**src/rtl/page_alloc_and_map_engine_macros.svh**
```systemverilog
// Assertion macros for the page allocate-and-map engine.
`ifndef PAGE_ALLOC_AND_MAP_ENGINE_MACROS_SVH
`define PAGE_ALLOC_AND_MAP_ENGINE_MACROS_SVH
`ifndef ASSERT_OFF
`define PAME_ASSERT(lbl, prop, msg) \
  lbl: assert property (@(posedge clk_i) disable iff (!rst_ni) (prop)) else $error(msg);
`define PAME_ASSERT_IMPLY(lbl, ante, cons, msg) \
  lbl: assert property (@(posedge clk_i) disable iff (!rst_ni) (ante) |-> (cons)) else $error(msg);
`else
`define PAME_ASSERT(lbl, prop, msg)
`define PAME_ASSERT_IMPLY(lbl, ante, cons, msg)
`endif
`endif

```
**src/rtl/pame_pkg.sv**
```systemverilog
// Shared types and constants of the page allocate-and-map engine.
package pame_pkg;

  localparam int unsigned ADDR_W  = 32;
  localparam int unsigned VPN_W   = 20;
  localparam int unsigned IDX_W   = 10;
  localparam int unsigned OFS_W   = 12;
  localparam int unsigned FLAGS_W = 12;
  localparam int unsigned SIZE_W  = 19;
  localparam int unsigned CNT_CFG_W = 11;
  localparam int unsigned WORD_W  = 32;
  localparam int unsigned BIT_W   = 5;

  localparam logic [VPN_W-1:0]     POOL_BASE_RST  = 20'd0;
  localparam logic [CNT_CFG_W-1:0] POOL_COUNT_RST = 11'd1024;
  localparam logic [VPN_W-1:0]     KOFS_RST       = 20'd786432;

  localparam logic [OFS_W-1:0] PTE_PRESENT  = 12'h001;
  localparam logic [OFS_W-1:0] PTE_WRITABLE = 12'h002;

  typedef enum logic [1:0] {
    OP_ALLOC = 2'd0,
    OP_FREE  = 2'd1,
    OP_MAP   = 2'd2,
    OP_UNMAP = 2'd3
  } opcode_e;

  typedef enum logic [1:0] {
    STATUS_OK      = 2'd0,
    STATUS_NO_FREE = 2'd1,
    STATUS_OUTSIDE = 2'd2
  } status_e;

  typedef enum logic [1:0] {
    CFG_POOL_BASE   = 2'd0,
    CFG_POOL_COUNT  = 2'd1,
    CFG_KERNEL_OFS  = 2'd2
  } cfg_idx_e;

endpackage

```
**src/rtl/pame_if.sv**
```systemverilog
// Request and response channel interfaces of the page allocate-and-map engine.
interface pame_req_if;
  logic                               valid;
  logic                               ready;
  logic [1:0]                         opcode;
  logic [pame_pkg::ADDR_W-1:0]        virt_address;
  logic [pame_pkg::ADDR_W-1:0]        phys_address;
  logic [pame_pkg::FLAGS_W-1:0]       entry_flags;
  logic [pame_pkg::SIZE_W-1:0]        size_bytes;

  modport source (output valid, opcode, virt_address, phys_address, entry_flags,
                  size_bytes, input ready);
  modport sink (input valid, opcode, virt_address, phys_address, entry_flags,
                size_bytes, output ready);
endinterface

interface pame_rsp_if;
  logic                               valid;
  logic                               ready;
  logic [1:0]                         status;
  logic [pame_pkg::ADDR_W-1:0]        page_address;
  logic                               entry_write;
  logic [pame_pkg::IDX_W-1:0]         dir_index;
  logic [pame_pkg::IDX_W-1:0]         table_index;
  logic [pame_pkg::ADDR_W-1:0]        entry_value;
  logic                               dir_present;
  logic                               last;

  modport source (output valid, status, page_address, entry_write, dir_index,
                  table_index, entry_value, dir_present, last, input ready);
  modport sink (input valid, status, page_address, entry_write, dir_index,
                table_index, entry_value, dir_present, last, output ready);
endinterface

```
**src/rtl/page_alloc_and_map_engine.sv**
```systemverilog
// Top level of the page allocate-and-map engine: page use map, allocator and PTE writer.
//
//   channel  dir  port                      beats per item
//   request  in   req_i (valid/ready)       1
//   response out  rsp_o (valid/ready)       1 .. MAX_RUN_PAGES, last marks the final one
//   config   in   cfg_we_i/cfg_index_i/...  write only, taken every cycle
//
// Alloc: one RAM read then a check per 32-page map word scanned, until a page is found
// or no page is free. Free: a pool check, then a read-modify-write of one map word; only
// the check when outside the pool. Map/unmap: one beat per entry, a single beat when empty.
// Each result beat waits while the output register is held by a stalled receiver.
// After reset the map RAM is cleared one word a cycle, with req_i.ready low. One item is
// worked at a time; a result beat waiting in the output register does not block the next
// request.
`include "page_alloc_and_map_engine_macros.svh"

module page_alloc_and_map_engine #(
  parameter int unsigned POOL_PAGES    = 1024,
  parameter int unsigned MAX_RUN_PAGES = 64
) (
  input  logic                       clk_i,
  input  logic                       rst_ni,
  input  logic                       cfg_we_i,
  input  logic [1:0]                 cfg_index_i,
  input  logic [pame_pkg::VPN_W-1:0] cfg_wdata_i,
  pame_req_if.sink                   req_i,
  pame_rsp_if.source                 rsp_o
);

  localparam int unsigned WW     = pame_pkg::WORD_W;
  localparam int unsigned BW     = pame_pkg::BIT_W;
  localparam int unsigned VW     = pame_pkg::VPN_W;
  localparam int unsigned NWORDS = (POOL_PAGES + WW - 1) / WW;
  localparam int unsigned AW     = (NWORDS > 1) ? $clog2(NWORDS) : 1;
  localparam int unsigned CNT_W  = $clog2(POOL_PAGES + 1);
  localparam int unsigned RUN_W  = $clog2(MAX_RUN_PAGES + 1);
  localparam int unsigned PIDX_W = AW + BW;

  typedef logic [WW-1:0] word_t;

  typedef enum logic [3:0] {
    ST_CLEAR,
    ST_IDLE,
    ST_SCAN_RD,
    ST_SCAN_CHK,
    ST_ALLOC_VP,
    ST_ALLOC_OUT,
    ST_FREE_CHK,
    ST_FREE_RD,
    ST_FREE_WR,
    ST_FREE_OUT,
    ST_RUN,
    ST_ZERO
  } state_e;

  function automatic logic [BW-1:0] onehot_enc(input word_t oh);
    logic [BW-1:0] r;
    r = '0;
    for (int j = 0; j < WW; j++) begin
      if (oh[j]) begin
        r = r | BW'(j);
      end
    end
    return r;
  endfunction

  // configuration
  logic [VW-1:0]                  pool_base_q;
  logic [pame_pkg::CNT_CFG_W-1:0] pool_count_q;
  logic [VW-1:0]                  kofs_q;

  always_ff @(posedge clk_i or negedge rst_ni) begin
    if (!rst_ni) begin
      pool_base_q  <= pame_pkg::POOL_BASE_RST;
      pool_count_q <= pame_pkg::POOL_COUNT_RST;
      kofs_q       <= pame_pkg::KOFS_RST;
    end else if (cfg_we_i) begin
      unique case (cfg_index_i)
        pame_pkg::CFG_POOL_BASE:  pool_base_q  <= cfg_wdata_i;
        pame_pkg::CFG_POOL_COUNT: pool_count_q <= cfg_wdata_i[pame_pkg::CNT_CFG_W-1:0];
        pame_pkg::CFG_KERNEL_OFS: kofs_q       <= cfg_wdata_i;
        default: ;
      endcase
    end
  end

  logic [CNT_W-1:0] cnt_eff;
  assign cnt_eff = (VW'(pool_count_q) > VW'(POOL_PAGES)) ? CNT_W'(POOL_PAGES)
                                                         : CNT_W'(pool_count_q);

  // state
  state_e                state_q;
  logic [AW-1:0]         clr_q;
  logic [AW-1:0]         word_q;
  logic [CNT_W-1:0]      rem_q;
  logic [PIDX_W-1:0]     pidx_q;
  logic [VW-1:0]         idx_q;
  logic [VW-1:0]         vp_q;
  logic [VW-1:0]         pp_q;
  logic [pame_pkg::FLAGS_W-1:0] flags_q;
  logic                  is_map_q;
  logic [RUN_W-1:0]      run_left_q;
  pame_pkg::status_e     st_q;

  logic                  rsp_valid_q;
  logic [1:0]            rsp_status_q;
  logic [pame_pkg::ADDR_W-1:0] rsp_page_q;
  logic                  rsp_wr_q;
  logic [VW-1:0]         rsp_vp_q;
  logic [pame_pkg::ADDR_W-1:0] rsp_value_q;
  logic                  rsp_dirp_q;
  logic                  rsp_last_q;

  // memory
  logic          ram_we, ram_re;
  logic [AW-1:0] ram_waddr, ram_raddr;
  word_t         ram_wdata, ram_rdata;

  pame_ram #(
    .WIDTH (WW),
    .DEPTH (NWORDS)
  ) u_used_map (
    .clk_i   (clk_i),
    .we_i    (ram_we),
    .waddr_i (ram_waddr),
    .wdata_i (ram_wdata),
    .re_i    (ram_re),
    .raddr_i (ram_raddr),
    .rdata_o (ram_rdata)
  );

  // scan decode
  logic [VW-1:0]  rem_wide;
  word_t          scan_mask, avail, lowest;
  logic           hit;
  logic [BW-1:0]  hit_bit;
  logic [AW-1:0]  free_word;
  logic [BW-1:0]  free_bit;

  assign rem_wide  = VW'(rem_q);
  assign scan_mask = (rem_wide >= VW'(WW)) ? '1
                   : ((word_t'(1) << rem_wide[BW-1:0]) - word_t'(1));
  assign avail     = ~ram_rdata & scan_mask;
  assign hit       = |avail;
  assign lowest    = avail & (~avail + word_t'(1));
  assign hit_bit   = onehot_enc(lowest);
  assign free_word = idx_q[BW +: AW];
  assign free_bit  = idx_q[BW-1:0];

  always_comb begin
    ram_we    = 1'b0;
    ram_re    = 1'b0;
    ram_waddr = word_q;
    ram_raddr = word_q;
    ram_wdata = ram_rdata;
    unique case (state_q)
      ST_CLEAR: begin
        ram_we    = 1'b1;
        ram_waddr = clr_q;
        ram_wdata = '0;
      end
      ST_SCAN_RD:  ram_re = (rem_q != '0);
      ST_SCAN_CHK: begin
        ram_we    = hit;
        ram_wdata = ram_rdata | lowest;
      end
      ST_FREE_RD: begin
        ram_re    = 1'b1;
        ram_raddr = free_word;
      end
      ST_FREE_WR: begin
        ram_we    = 1'b1;
        ram_waddr = free_word;
        ram_wdata = ram_rdata & ~(word_t'(1) << free_bit);
      end
      default: ;
    endcase
  end

  // request decode
  logic [7:0]        run_raw;
  logic [RUN_W-1:0]  run_n;
  logic              req_acc;
  logic              out_free;
  logic              rsp_load;

  assign run_raw  = {1'b0, req_i.size_bytes[pame_pkg::SIZE_W-1:pame_pkg::OFS_W]}
                  + {7'd0, (req_i.opcode == pame_pkg::OP_MAP) &&
                           (req_i.size_bytes[pame_pkg::OFS_W-1:0] != '0)};
  assign run_n    = (run_raw > 8'(MAX_RUN_PAGES)) ? RUN_W'(MAX_RUN_PAGES)
                                                  : RUN_W'(run_raw);
  assign req_acc  = req_i.valid && req_i.ready;
  assign out_free = !rsp_valid_q || rsp_o.ready;
  assign rsp_load = out_free && ((state_q == ST_ALLOC_OUT) || (state_q == ST_FREE_OUT) ||
                                 (state_q == ST_RUN) || (state_q == ST_ZERO));

  assign req_i.ready = (state_q == ST_IDLE);

  always_ff @(posedge clk_i or negedge rst_ni) begin
    if (!rst_ni) begin
      state_q      <= ST_CLEAR;
      clr_q        <= '0;
      word_q       <= '0;
      rem_q        <= '0;
      pidx_q       <= '0;
      idx_q        <= '0;
      vp_q         <= '0;
      pp_q         <= '0;
      flags_q      <= '0;
      is_map_q     <= 1'b0;
      run_left_q   <= '0;
      st_q         <= pame_pkg::STATUS_OK;
      rsp_valid_q  <= 1'b0;
      rsp_status_q <= '0;
      rsp_page_q   <= '0;
      rsp_wr_q     <= 1'b0;
      rsp_vp_q     <= '0;
      rsp_value_q  <= '0;
      rsp_dirp_q   <= 1'b0;
      rsp_last_q   <= 1'b0;
    end else begin
      if (rsp_load) begin
        rsp_valid_q <= 1'b1;
      end else if (rsp_o.ready) begin
        rsp_valid_q <= 1'b0;
      end
      unique case (state_q)
        ST_CLEAR: begin
          clr_q <= clr_q + AW'(1);
          if (clr_q == AW'(NWORDS - 1)) begin
            state_q <= ST_IDLE;
          end
        end
        ST_IDLE: begin
          if (req_acc) begin
            vp_q     <= req_i.virt_address[pame_pkg::ADDR_W-1:pame_pkg::OFS_W];
            pp_q     <= req_i.phys_address[pame_pkg::ADDR_W-1:pame_pkg::OFS_W];
            flags_q  <= req_i.entry_flags;
            idx_q    <= req_i.virt_address[pame_pkg::ADDR_W-1:pame_pkg::OFS_W] - pool_base_q;
            is_map_q <= (req_i.opcode == pame_pkg::OP_MAP);
            unique case (req_i.opcode)
              pame_pkg::OP_ALLOC: begin
                rem_q   <= cnt_eff;
                word_q  <= '0;
                state_q <= ST_SCAN_RD;
              end
              pame_pkg::OP_FREE: state_q <= ST_FREE_CHK;
              default: begin
                run_left_q <= run_n;
                st_q       <= pame_pkg::STATUS_OK;
                state_q    <= (run_n == '0) ? ST_ZERO : ST_RUN;
              end
            endcase
          end
        end
        ST_SCAN_RD: begin
          if (rem_q == '0) begin
            st_q    <= pame_pkg::STATUS_NO_FREE;
            state_q <= ST_ZERO;
          end else begin
            state_q <= ST_SCAN_CHK;
          end
        end
        ST_SCAN_CHK: begin
          if (hit) begin
            pidx_q  <= {word_q, hit_bit};
            state_q <= ST_ALLOC_VP;
          end else if (rem_wide <= VW'(WW)) begin
            st_q    <= pame_pkg::STATUS_NO_FREE;
            state_q <= ST_ZERO;
          end else begin
            rem_q   <= rem_q - CNT_W'(WW);
            word_q  <= word_q + AW'(1);
            state_q <= ST_SCAN_RD;
          end
        end
        ST_ALLOC_VP: begin
          vp_q    <= pool_base_q + VW'(pidx_q);
          state_q <= ST_ALLOC_OUT;
        end
        ST_ALLOC_OUT: begin
          if (out_free) begin
            rsp_status_q <= pame_pkg::STATUS_OK;
            rsp_page_q   <= {vp_q, pame_pkg::OFS_W'(0)};
            rsp_wr_q     <= 1'b1;
            rsp_vp_q     <= vp_q;
            rsp_value_q  <= {vp_q - kofs_q,
                             pame_pkg::PTE_WRITABLE | pame_pkg::PTE_PRESENT};
            rsp_dirp_q   <= 1'b1;
            rsp_last_q   <= 1'b1;
            state_q      <= ST_IDLE;
          end
        end
        ST_FREE_CHK: begin
          if (idx_q >= VW'(cnt_eff)) begin
            st_q    <= pame_pkg::STATUS_OUTSIDE;
            state_q <= ST_ZERO;
          end else begin
            state_q <= ST_FREE_RD;
          end
        end
        ST_FREE_RD: state_q <= ST_FREE_WR;
        ST_FREE_WR: state_q <= ST_FREE_OUT;
        ST_FREE_OUT: begin
          if (out_free) begin
            rsp_status_q <= pame_pkg::STATUS_OK;
            rsp_page_q   <= '0;
            rsp_wr_q     <= 1'b1;
            rsp_vp_q     <= vp_q;
            rsp_value_q  <= '0;
            rsp_dirp_q   <= 1'b0;
            rsp_last_q   <= 1'b1;
            state_q      <= ST_IDLE;
          end
        end
        ST_RUN: begin
          if (out_free) begin
            rsp_status_q <= pame_pkg::STATUS_OK;
            rsp_page_q   <= '0;
            rsp_wr_q     <= 1'b1;
            rsp_vp_q     <= vp_q;
            rsp_value_q  <= is_map_q ? {pp_q, flags_q | pame_pkg::PTE_PRESENT} : '0;
            rsp_dirp_q   <= is_map_q;
            rsp_last_q   <= (run_left_q == RUN_W'(1));
            vp_q         <= vp_q + VW'(1);
            pp_q         <= pp_q + VW'(1);
            run_left_q   <= run_left_q - RUN_W'(1);
            if (run_left_q == RUN_W'(1)) begin
              state_q <= ST_IDLE;
            end
          end
        end
        ST_ZERO: begin
          if (out_free) begin
            rsp_status_q <= st_q;
            rsp_page_q   <= '0;
            rsp_wr_q     <= 1'b0;
            rsp_vp_q     <= '0;
            rsp_value_q  <= '0;
            rsp_dirp_q   <= 1'b0;
            rsp_last_q   <= 1'b1;
            state_q      <= ST_IDLE;
          end
        end
        default: state_q <= ST_IDLE;
      endcase
    end
  end

  assign rsp_o.valid        = rsp_valid_q;
  assign rsp_o.status       = rsp_status_q;
  assign rsp_o.page_address = rsp_page_q;
  assign rsp_o.entry_write  = rsp_wr_q;
  assign rsp_o.dir_index    = rsp_vp_q[VW-1:pame_pkg::IDX_W];
  assign rsp_o.table_index  = rsp_vp_q[pame_pkg::IDX_W-1:0];
  assign rsp_o.entry_value  = rsp_value_q;
  assign rsp_o.dir_present  = rsp_dirp_q;
  assign rsp_o.last         = rsp_last_q;

  `PAME_ASSERT(a_no_rw_same_cycle, !(ram_we && ram_re), "map RAM read and write in one cycle")
  `PAME_ASSERT_IMPLY(a_run_nonzero, state_q == ST_RUN, run_left_q != '0, "run entered with no pages left")
  `PAME_ASSERT_IMPLY(a_err_is_last, rsp_valid_q && (rsp_status_q != pame_pkg::STATUS_OK), rsp_last_q && !rsp_wr_q, "error beat not final or carries a PTE write")
  `PAME_ASSERT_IMPLY(a_nowrite_zero, rsp_valid_q && !rsp_wr_q, (rsp_vp_q == '0) && (rsp_value_q == '0) && !rsp_dirp_q, "beat without PTE write has nonzero entry fields")

endmodule

```
**src/rtl/pame_ram.sv**
```systemverilog
// Generic single-port-write, single-port-read RAM with registered read data.
module pame_ram #(
  parameter int unsigned WIDTH = 32,
  parameter int unsigned DEPTH = 32
) (
  input  logic                                      clk_i,
  input  logic                                      we_i,
  input  logic [((DEPTH > 1) ? $clog2(DEPTH) : 1)-1:0] waddr_i,
  input  logic [WIDTH-1:0]                          wdata_i,
  input  logic                                      re_i,
  input  logic [((DEPTH > 1) ? $clog2(DEPTH) : 1)-1:0] raddr_i,
  output logic [WIDTH-1:0]                          rdata_o
);

  logic [WIDTH-1:0] mem [DEPTH];
  logic [WIDTH-1:0] rdata_q;

  always_ff @(posedge clk_i) begin
    if (we_i) begin
      mem[waddr_i] <= wdata_i;
    end
    if (re_i) begin
      rdata_q <= mem[raddr_i];
    end
  end

  assign rdata_o = rdata_q;

endmodule
```
**src/flat_wrapper.sv**
```systemverilog
// flat-port wrapper written by rule: the top's interface ports become plain ports
module page_alloc_and_map_engine_flat 
#(
  parameter int unsigned POOL_PAGES    = 1024,
  parameter int unsigned MAX_RUN_PAGES = 64
)
  (clk_i, rst_ni, cfg_we_i, cfg_index_i, cfg_wdata_i, req_i_valid, req_i_opcode, req_i_virt_address, req_i_phys_address, req_i_entry_flags, req_i_size_bytes, req_i_ready, rsp_o_valid, rsp_o_status, rsp_o_page_address, rsp_o_entry_write, rsp_o_dir_index, rsp_o_table_index, rsp_o_entry_value, rsp_o_dir_present, rsp_o_last, rsp_o_ready);
  pame_req_if req_i_i ();
  pame_rsp_if rsp_o_i ();
  input  logic clk_i;
  input  logic rst_ni;
  input  logic cfg_we_i;
  input  logic [1:0] cfg_index_i;
  input  logic [pame_pkg::VPN_W-1:0] cfg_wdata_i;
  input wire logic [$bits(req_i_i.valid)-1:0] req_i_valid;
  input wire logic [$bits(req_i_i.opcode)-1:0] req_i_opcode;
  input wire logic [$bits(req_i_i.virt_address)-1:0] req_i_virt_address;
  input wire logic [$bits(req_i_i.phys_address)-1:0] req_i_phys_address;
  input wire logic [$bits(req_i_i.entry_flags)-1:0] req_i_entry_flags;
  input wire logic [$bits(req_i_i.size_bytes)-1:0] req_i_size_bytes;
  output wire logic [$bits(req_i_i.ready)-1:0] req_i_ready;
  output wire logic [$bits(rsp_o_i.valid)-1:0] rsp_o_valid;
  output wire logic [$bits(rsp_o_i.status)-1:0] rsp_o_status;
  output wire logic [$bits(rsp_o_i.page_address)-1:0] rsp_o_page_address;
  output wire logic [$bits(rsp_o_i.entry_write)-1:0] rsp_o_entry_write;
  output wire logic [$bits(rsp_o_i.dir_index)-1:0] rsp_o_dir_index;
  output wire logic [$bits(rsp_o_i.table_index)-1:0] rsp_o_table_index;
  output wire logic [$bits(rsp_o_i.entry_value)-1:0] rsp_o_entry_value;
  output wire logic [$bits(rsp_o_i.dir_present)-1:0] rsp_o_dir_present;
  output wire logic [$bits(rsp_o_i.last)-1:0] rsp_o_last;
  input wire logic [$bits(rsp_o_i.ready)-1:0] rsp_o_ready;
  assign req_i_i.valid = req_i_valid;
  assign req_i_i.opcode = req_i_opcode;
  assign req_i_i.virt_address = req_i_virt_address;
  assign req_i_i.phys_address = req_i_phys_address;
  assign req_i_i.entry_flags = req_i_entry_flags;
  assign req_i_i.size_bytes = req_i_size_bytes;
  assign req_i_ready = req_i_i.ready;
  assign rsp_o_valid = rsp_o_i.valid;
  assign rsp_o_status = rsp_o_i.status;
  assign rsp_o_page_address = rsp_o_i.page_address;
  assign rsp_o_entry_write = rsp_o_i.entry_write;
  assign rsp_o_dir_index = rsp_o_i.dir_index;
  assign rsp_o_table_index = rsp_o_i.table_index;
  assign rsp_o_entry_value = rsp_o_i.entry_value;
  assign rsp_o_dir_present = rsp_o_i.dir_present;
  assign rsp_o_last = rsp_o_i.last;
  assign rsp_o_i.ready = rsp_o_ready;
  page_alloc_and_map_engine #(.POOL_PAGES(POOL_PAGES), .MAX_RUN_PAGES(MAX_RUN_PAGES)) u_core (.clk_i(clk_i), .rst_ni(rst_ni), .cfg_we_i(cfg_we_i), .cfg_index_i(cfg_index_i), .cfg_wdata_i(cfg_wdata_i), .req_i(req_i_i), .rsp_o(rsp_o_i));
endmodule
```
**config.mk**
```make
export PLATFORM = sky130hd
export DESIGN_NAME = page_alloc_and_map_engine_flat
export DESIGN_NICKNAME = d
export VERILOG_FILES = /design/src/rtl/pame_pkg.sv /design/src/rtl/pame_if.sv /design/src/rtl/page_alloc_and_map_engine.sv /design/src/rtl/pame_ram.sv /design/src/flat_wrapper.sv
export VERILOG_INCLUDE_DIRS = /design/src /design/src/rtl
export SDC_FILE = /design/constraint.sdc
export NUM_CORES = 2
export LEC_CHECK = 0
export BUFFER_PORTS_ARGS = -buffer_cell sky130_fd_sc_hd__buf_2
export CORE_MARGIN = 8
export CORE_UTILIZATION = 35
export CTS_CLUSTER_SIZE = 14
export DETAILED_ROUTE_END_ITERATION = 8
export GPL_ROUTABILITY_DRIVEN = 0
export PLACE_DENSITY_LB_ADDON = 0.3
export SYNTH_ARGS = -nofsm -noshare
export SYNTH_HDL_FRONTEND = slang
export SYNTH_SLANG_ARGS = --single-unit
```
**constraint.sdc**
```tcl
create_clock -name clk_i -period 8 [get_ports clk_i]
set_input_delay 0 -clock clk_i [delete_from_list [all_inputs] [get_ports clk_i]]
set_output_delay 0 -clock clk_i [all_outputs]
set_load 0.005 [all_outputs]
```
==> flow_metrics.tcl <==
set metrics [dict create \
    cts_setup_buffers 0 \
    synth_top_area_share 0.563 \
    irDropWorstVdd_mv 0.277 \
    start_kind "flop" \
    p_per_area_nw_per_um2 364 \
    viasPerCell 5.39 \
    worstPathCellList "or3_1 -> nor2_1 -> nand2_1 -> ha_1 -> or3b_2 -> o32a_1 -> o211ai_1 -> a21o_1 -> or3_1 -> nor4_4 -> buf_4 -> a31oi_1 -> o211ai_2 -> nor2_4 -> buf_4" \
    clock_sinks 1300 \
    p_seq_frac 0.420 \
    final_net_count 4470 \
    ctsResizeCount 0 \
    min_path_type "in -> reg" \
    fmax_mhz 145 \
    num_vias 35244 \
    p_switching_mw 8.35 \
    io_buffers 177 \
    critPathCaptureType "flop" \
    wl_per_cell_um 23.8 \
    cts_buffer_depth 3 \
    syn_inst 3927 \
    max-slew-margin-rel 0.0154 \
    yosysMostFrequentCell "edfxtp_1" \
    drtAntennaViolNets 0 \
    die_y_um 417 \
    rsz0062_at_grt "false" \
    yosysTopAreaCell "edfxtp_1" \
    synth-async-reset-ratio 0.188 \
    maxCapViolCount 0 \
    critPathArrivalTime_ps 7290 \
    synth_area_um2 56300 \
    slowest_delay_ps 670 \
    cp_max_fo 26 \
    io_pins 215 \
    grt-ovfl-total 0 \
    cts_tree "built" \
    power_leakage_nw 23.8 \
    cts-buffers-inserted 141 \
    fin_hold_ws_ps 48.8 \
    synth.ff_latch_count 1300 \
    clockPowerShare 0.266 \
    grt_pass1_wl_um 233000 \
    syn_area_per_cell_um2 14.3 \
    swShare 0.345 \
    final_util 0.415 \
    synthTopCellsByArea "edfxtp_1 (56%), dfrtp_1 (11%), mux4_2 (10%), nand2_1 (4.0%), o21ai_0 (2.4%)" \
    ctsHtreeMaxLevel 4 \
    drtIter0Drc 3771 \
    final_hold_viol_count 0 \
    crit_type "reg -> reg" \
    yosysUniqueCellTypes 82 \
    clock_skew_ps 61.0 \
    antenna_found_initial 8 \
    p_comb_frac 0.314 \
    reg2regPathDepth 15 \
    drive_above_1_share 0.196 \
    core_area_um2 160000 \
    drv_slew 0 \
    clkLatencyLatePin_ps 780 \
    firstDrtPassIters 6 \
    worst-endpoint-required_ps 8380 \
    ys.flop_type "edfxtp_1" \
    cts_root_buffer "clkbuf_16" \
    grt_max_degree 129 \
    p_int_mw 15.9 \
    setup_viol 0 \
    stdcell_count 6542 \
    rows 147 \
    clkTransAtPathRegs_ps 70 \
    start_util 0.351 \
    tightestPinTransition_ps 1480 \
    min_path_cells 3 \
    yosysWarnings 0 \
    path_depth 15 \
    die_x_um 417 \
    grt_util_all_layers 0.176 \
    critPathBufInv 2 \
    area_delta_synth_final_pct 18.0 \
    status "completed" \
    first_global_vias 35488 \
    ys_top_cells_by_count "edfxtp_1 (1056), nand2_1 (606), o21ai_0 (273)" \
    finalSetupTns_ps 0 \
    drc_errors 0 \
    dp_cells 6141 \
    dp_hpwl_um 95900 \
    die-area_um2 174000 \
    synth-seq-area-share 0.672 \
    synth-edff-count 1056 \
    cp_slowest_cell "dfrtp_1" \
    path_delay_family "simple AND/OR/NAND/NOR gates" \
    wirelength_um 156000 \
    fin_crit_ps 6910 \
    finalCritPeriodShare 0.864 \
]
==> power by group through the flow <==
stage,clock [mW],combinational (mW),sequential (mW)
final,6.44,7.60,10.2
after global routing,6.85,8.34,10.3
after CTS,6.59,7.63,10.2
after detailed placement,0,7.39,10.3
after global placement,0,7.28,10.3
after floorplan,0,4.91,9.95
==> cell type report <==
class	count	area [µm²]
Inverter	79	297
Clock buffer	181	3720
Multi-Input combinational cell	2332	17800
Tap cell	2160	2700
Timing Repair Buffer	419	3270
Fill cell	14585	93800
Sequential cell	1300	37800
Clock inverter	68	845
Antenna cell	3	7.51
==> sequential cells by signal, indices dropped and copies added, names as in the netlist, 2 cells and up <==
name	flops
u_core.idx_q	20
u_core.vp_q	20
u_core.u_used_map.rdata_o	32
u_core.clr_q	5
u_core.rsp_o.status	2
u_core.st_q	2
u_core.flags_q	11
u_core.pool_base_q	20
u_core.rsp_o.page_address	20
u_core.word_q	5
u_core.state_q	4
u_core.rsp_o.entry_value	32
u_core.rsp_vp_q	20
u_core.pidx_q	10
u_core.rem_q	11
u_core.pp_q	20
u_core.pool_count_q	11
u_core.run_left_q	7
u_core.u_used_map.mem	1024
u_core.kofs_q	20
==> per-layer routing <==
metal | part of all wire | global-route usage | vias up
li1 | - | - | 15727
met1 | 0.43 | 0.240 | 18051
met2 | 0.47 | 0.286 | 1194
met3 | 0.064 | 0.0335 | 268
met4 | 0.028 | 0.0528 | 4
met5 | 0.00019 | 0 | -
==> metrics by stage <==
| stage | area [µm²] | setup slack, ps | total power, mW |
|---|---|---|---|
| floorplan | 56300 | 2220 | 14.9 |
| global placement | 60400 | 1270 | 17.6 |
| detailed placement | 60400 | 1190 | 17.7 |
| CTS | 66400 | 1150 | 24.4 |
| global route | 66400 | 748 | 25.5 |
| finish | 66400 | 1090 | 24.2 |
==> layout by cell type (no fill, tap or decap), drive strengths merged, types with 14 or more instances in the layout <==
cell,count
mux2,41
nor2b,21
nor2,165
a31oi,26
a21o,24
edfxtp,1056
o21ai,275
inv,82
mux4,256
and3,23
o22ai,18
buf,271
a22oi,17
clkbuf,181
nand3,219
ha,70
a211oi,14
a21oi,161
xnor2,42
nand4,14
dfrtp,241
dlygate4sd3,148
xor2,23
nand2,606
a221oi,16
clkinv,55
nand2b,19
or3,20
nor4,20
nor3,44
==> cell families (layout without fill, tap and decap cells) <==
group	after synthesis	after routing	synth area share
compound gates	668	668	0.0719
xor+xnor	65	65	0.0101
fa+ha+maj	73	73	0.0166
buf+inv	306	747	0.0215
flops	1300	1300	0.672
mux	310	310	0.113
other cells	1	15	0.0000666
simple gates	1204	1204	0.0951
==> worst reg2reg max path, cell delays in order, from the launching register on <==
cell	delay [ps]
dfrtp_1	670
or3_1	560
nor2_1	320
nand2_1	100
ha_1	520
or3b_2	630
o32a_1	320
o211ai_1	270
a21o_1	230
or3_1	200
nor4_4	60
buf_4	200
a31oi_1	680
o211ai_2	560
nor2_4	650
buf_4	510
==> final timing paths <==
kind	from	end	slack, ps
setup / recovery	u_core.rem_q[3]	u_core.u_used_map.mem[6][14]	1090
hold / removal	cfg_we_i	u_core.pool_count_q[9]	50
setup reg to reg	u_core.rem_q[3]	u_core.u_used_map.mem[6][14]	1090
hold reg to reg	u_core.rsp_o.entry_value[22]	u_core.rsp_o.entry_value[22]	470
max in group asynchronous	rst_ni	u_core.rem_q[4]	6700
min in group asynchronous	rst_ni	u_core.kofs_q[19]	320
==> repair_timing <==
action / CTS / global route
setup endpoints to repair: 0 / 0
hold buffers: 149 / 0
hold endpoints to repair: 245 / 0
Note: power is estimated with default switching activity, not from simulation.
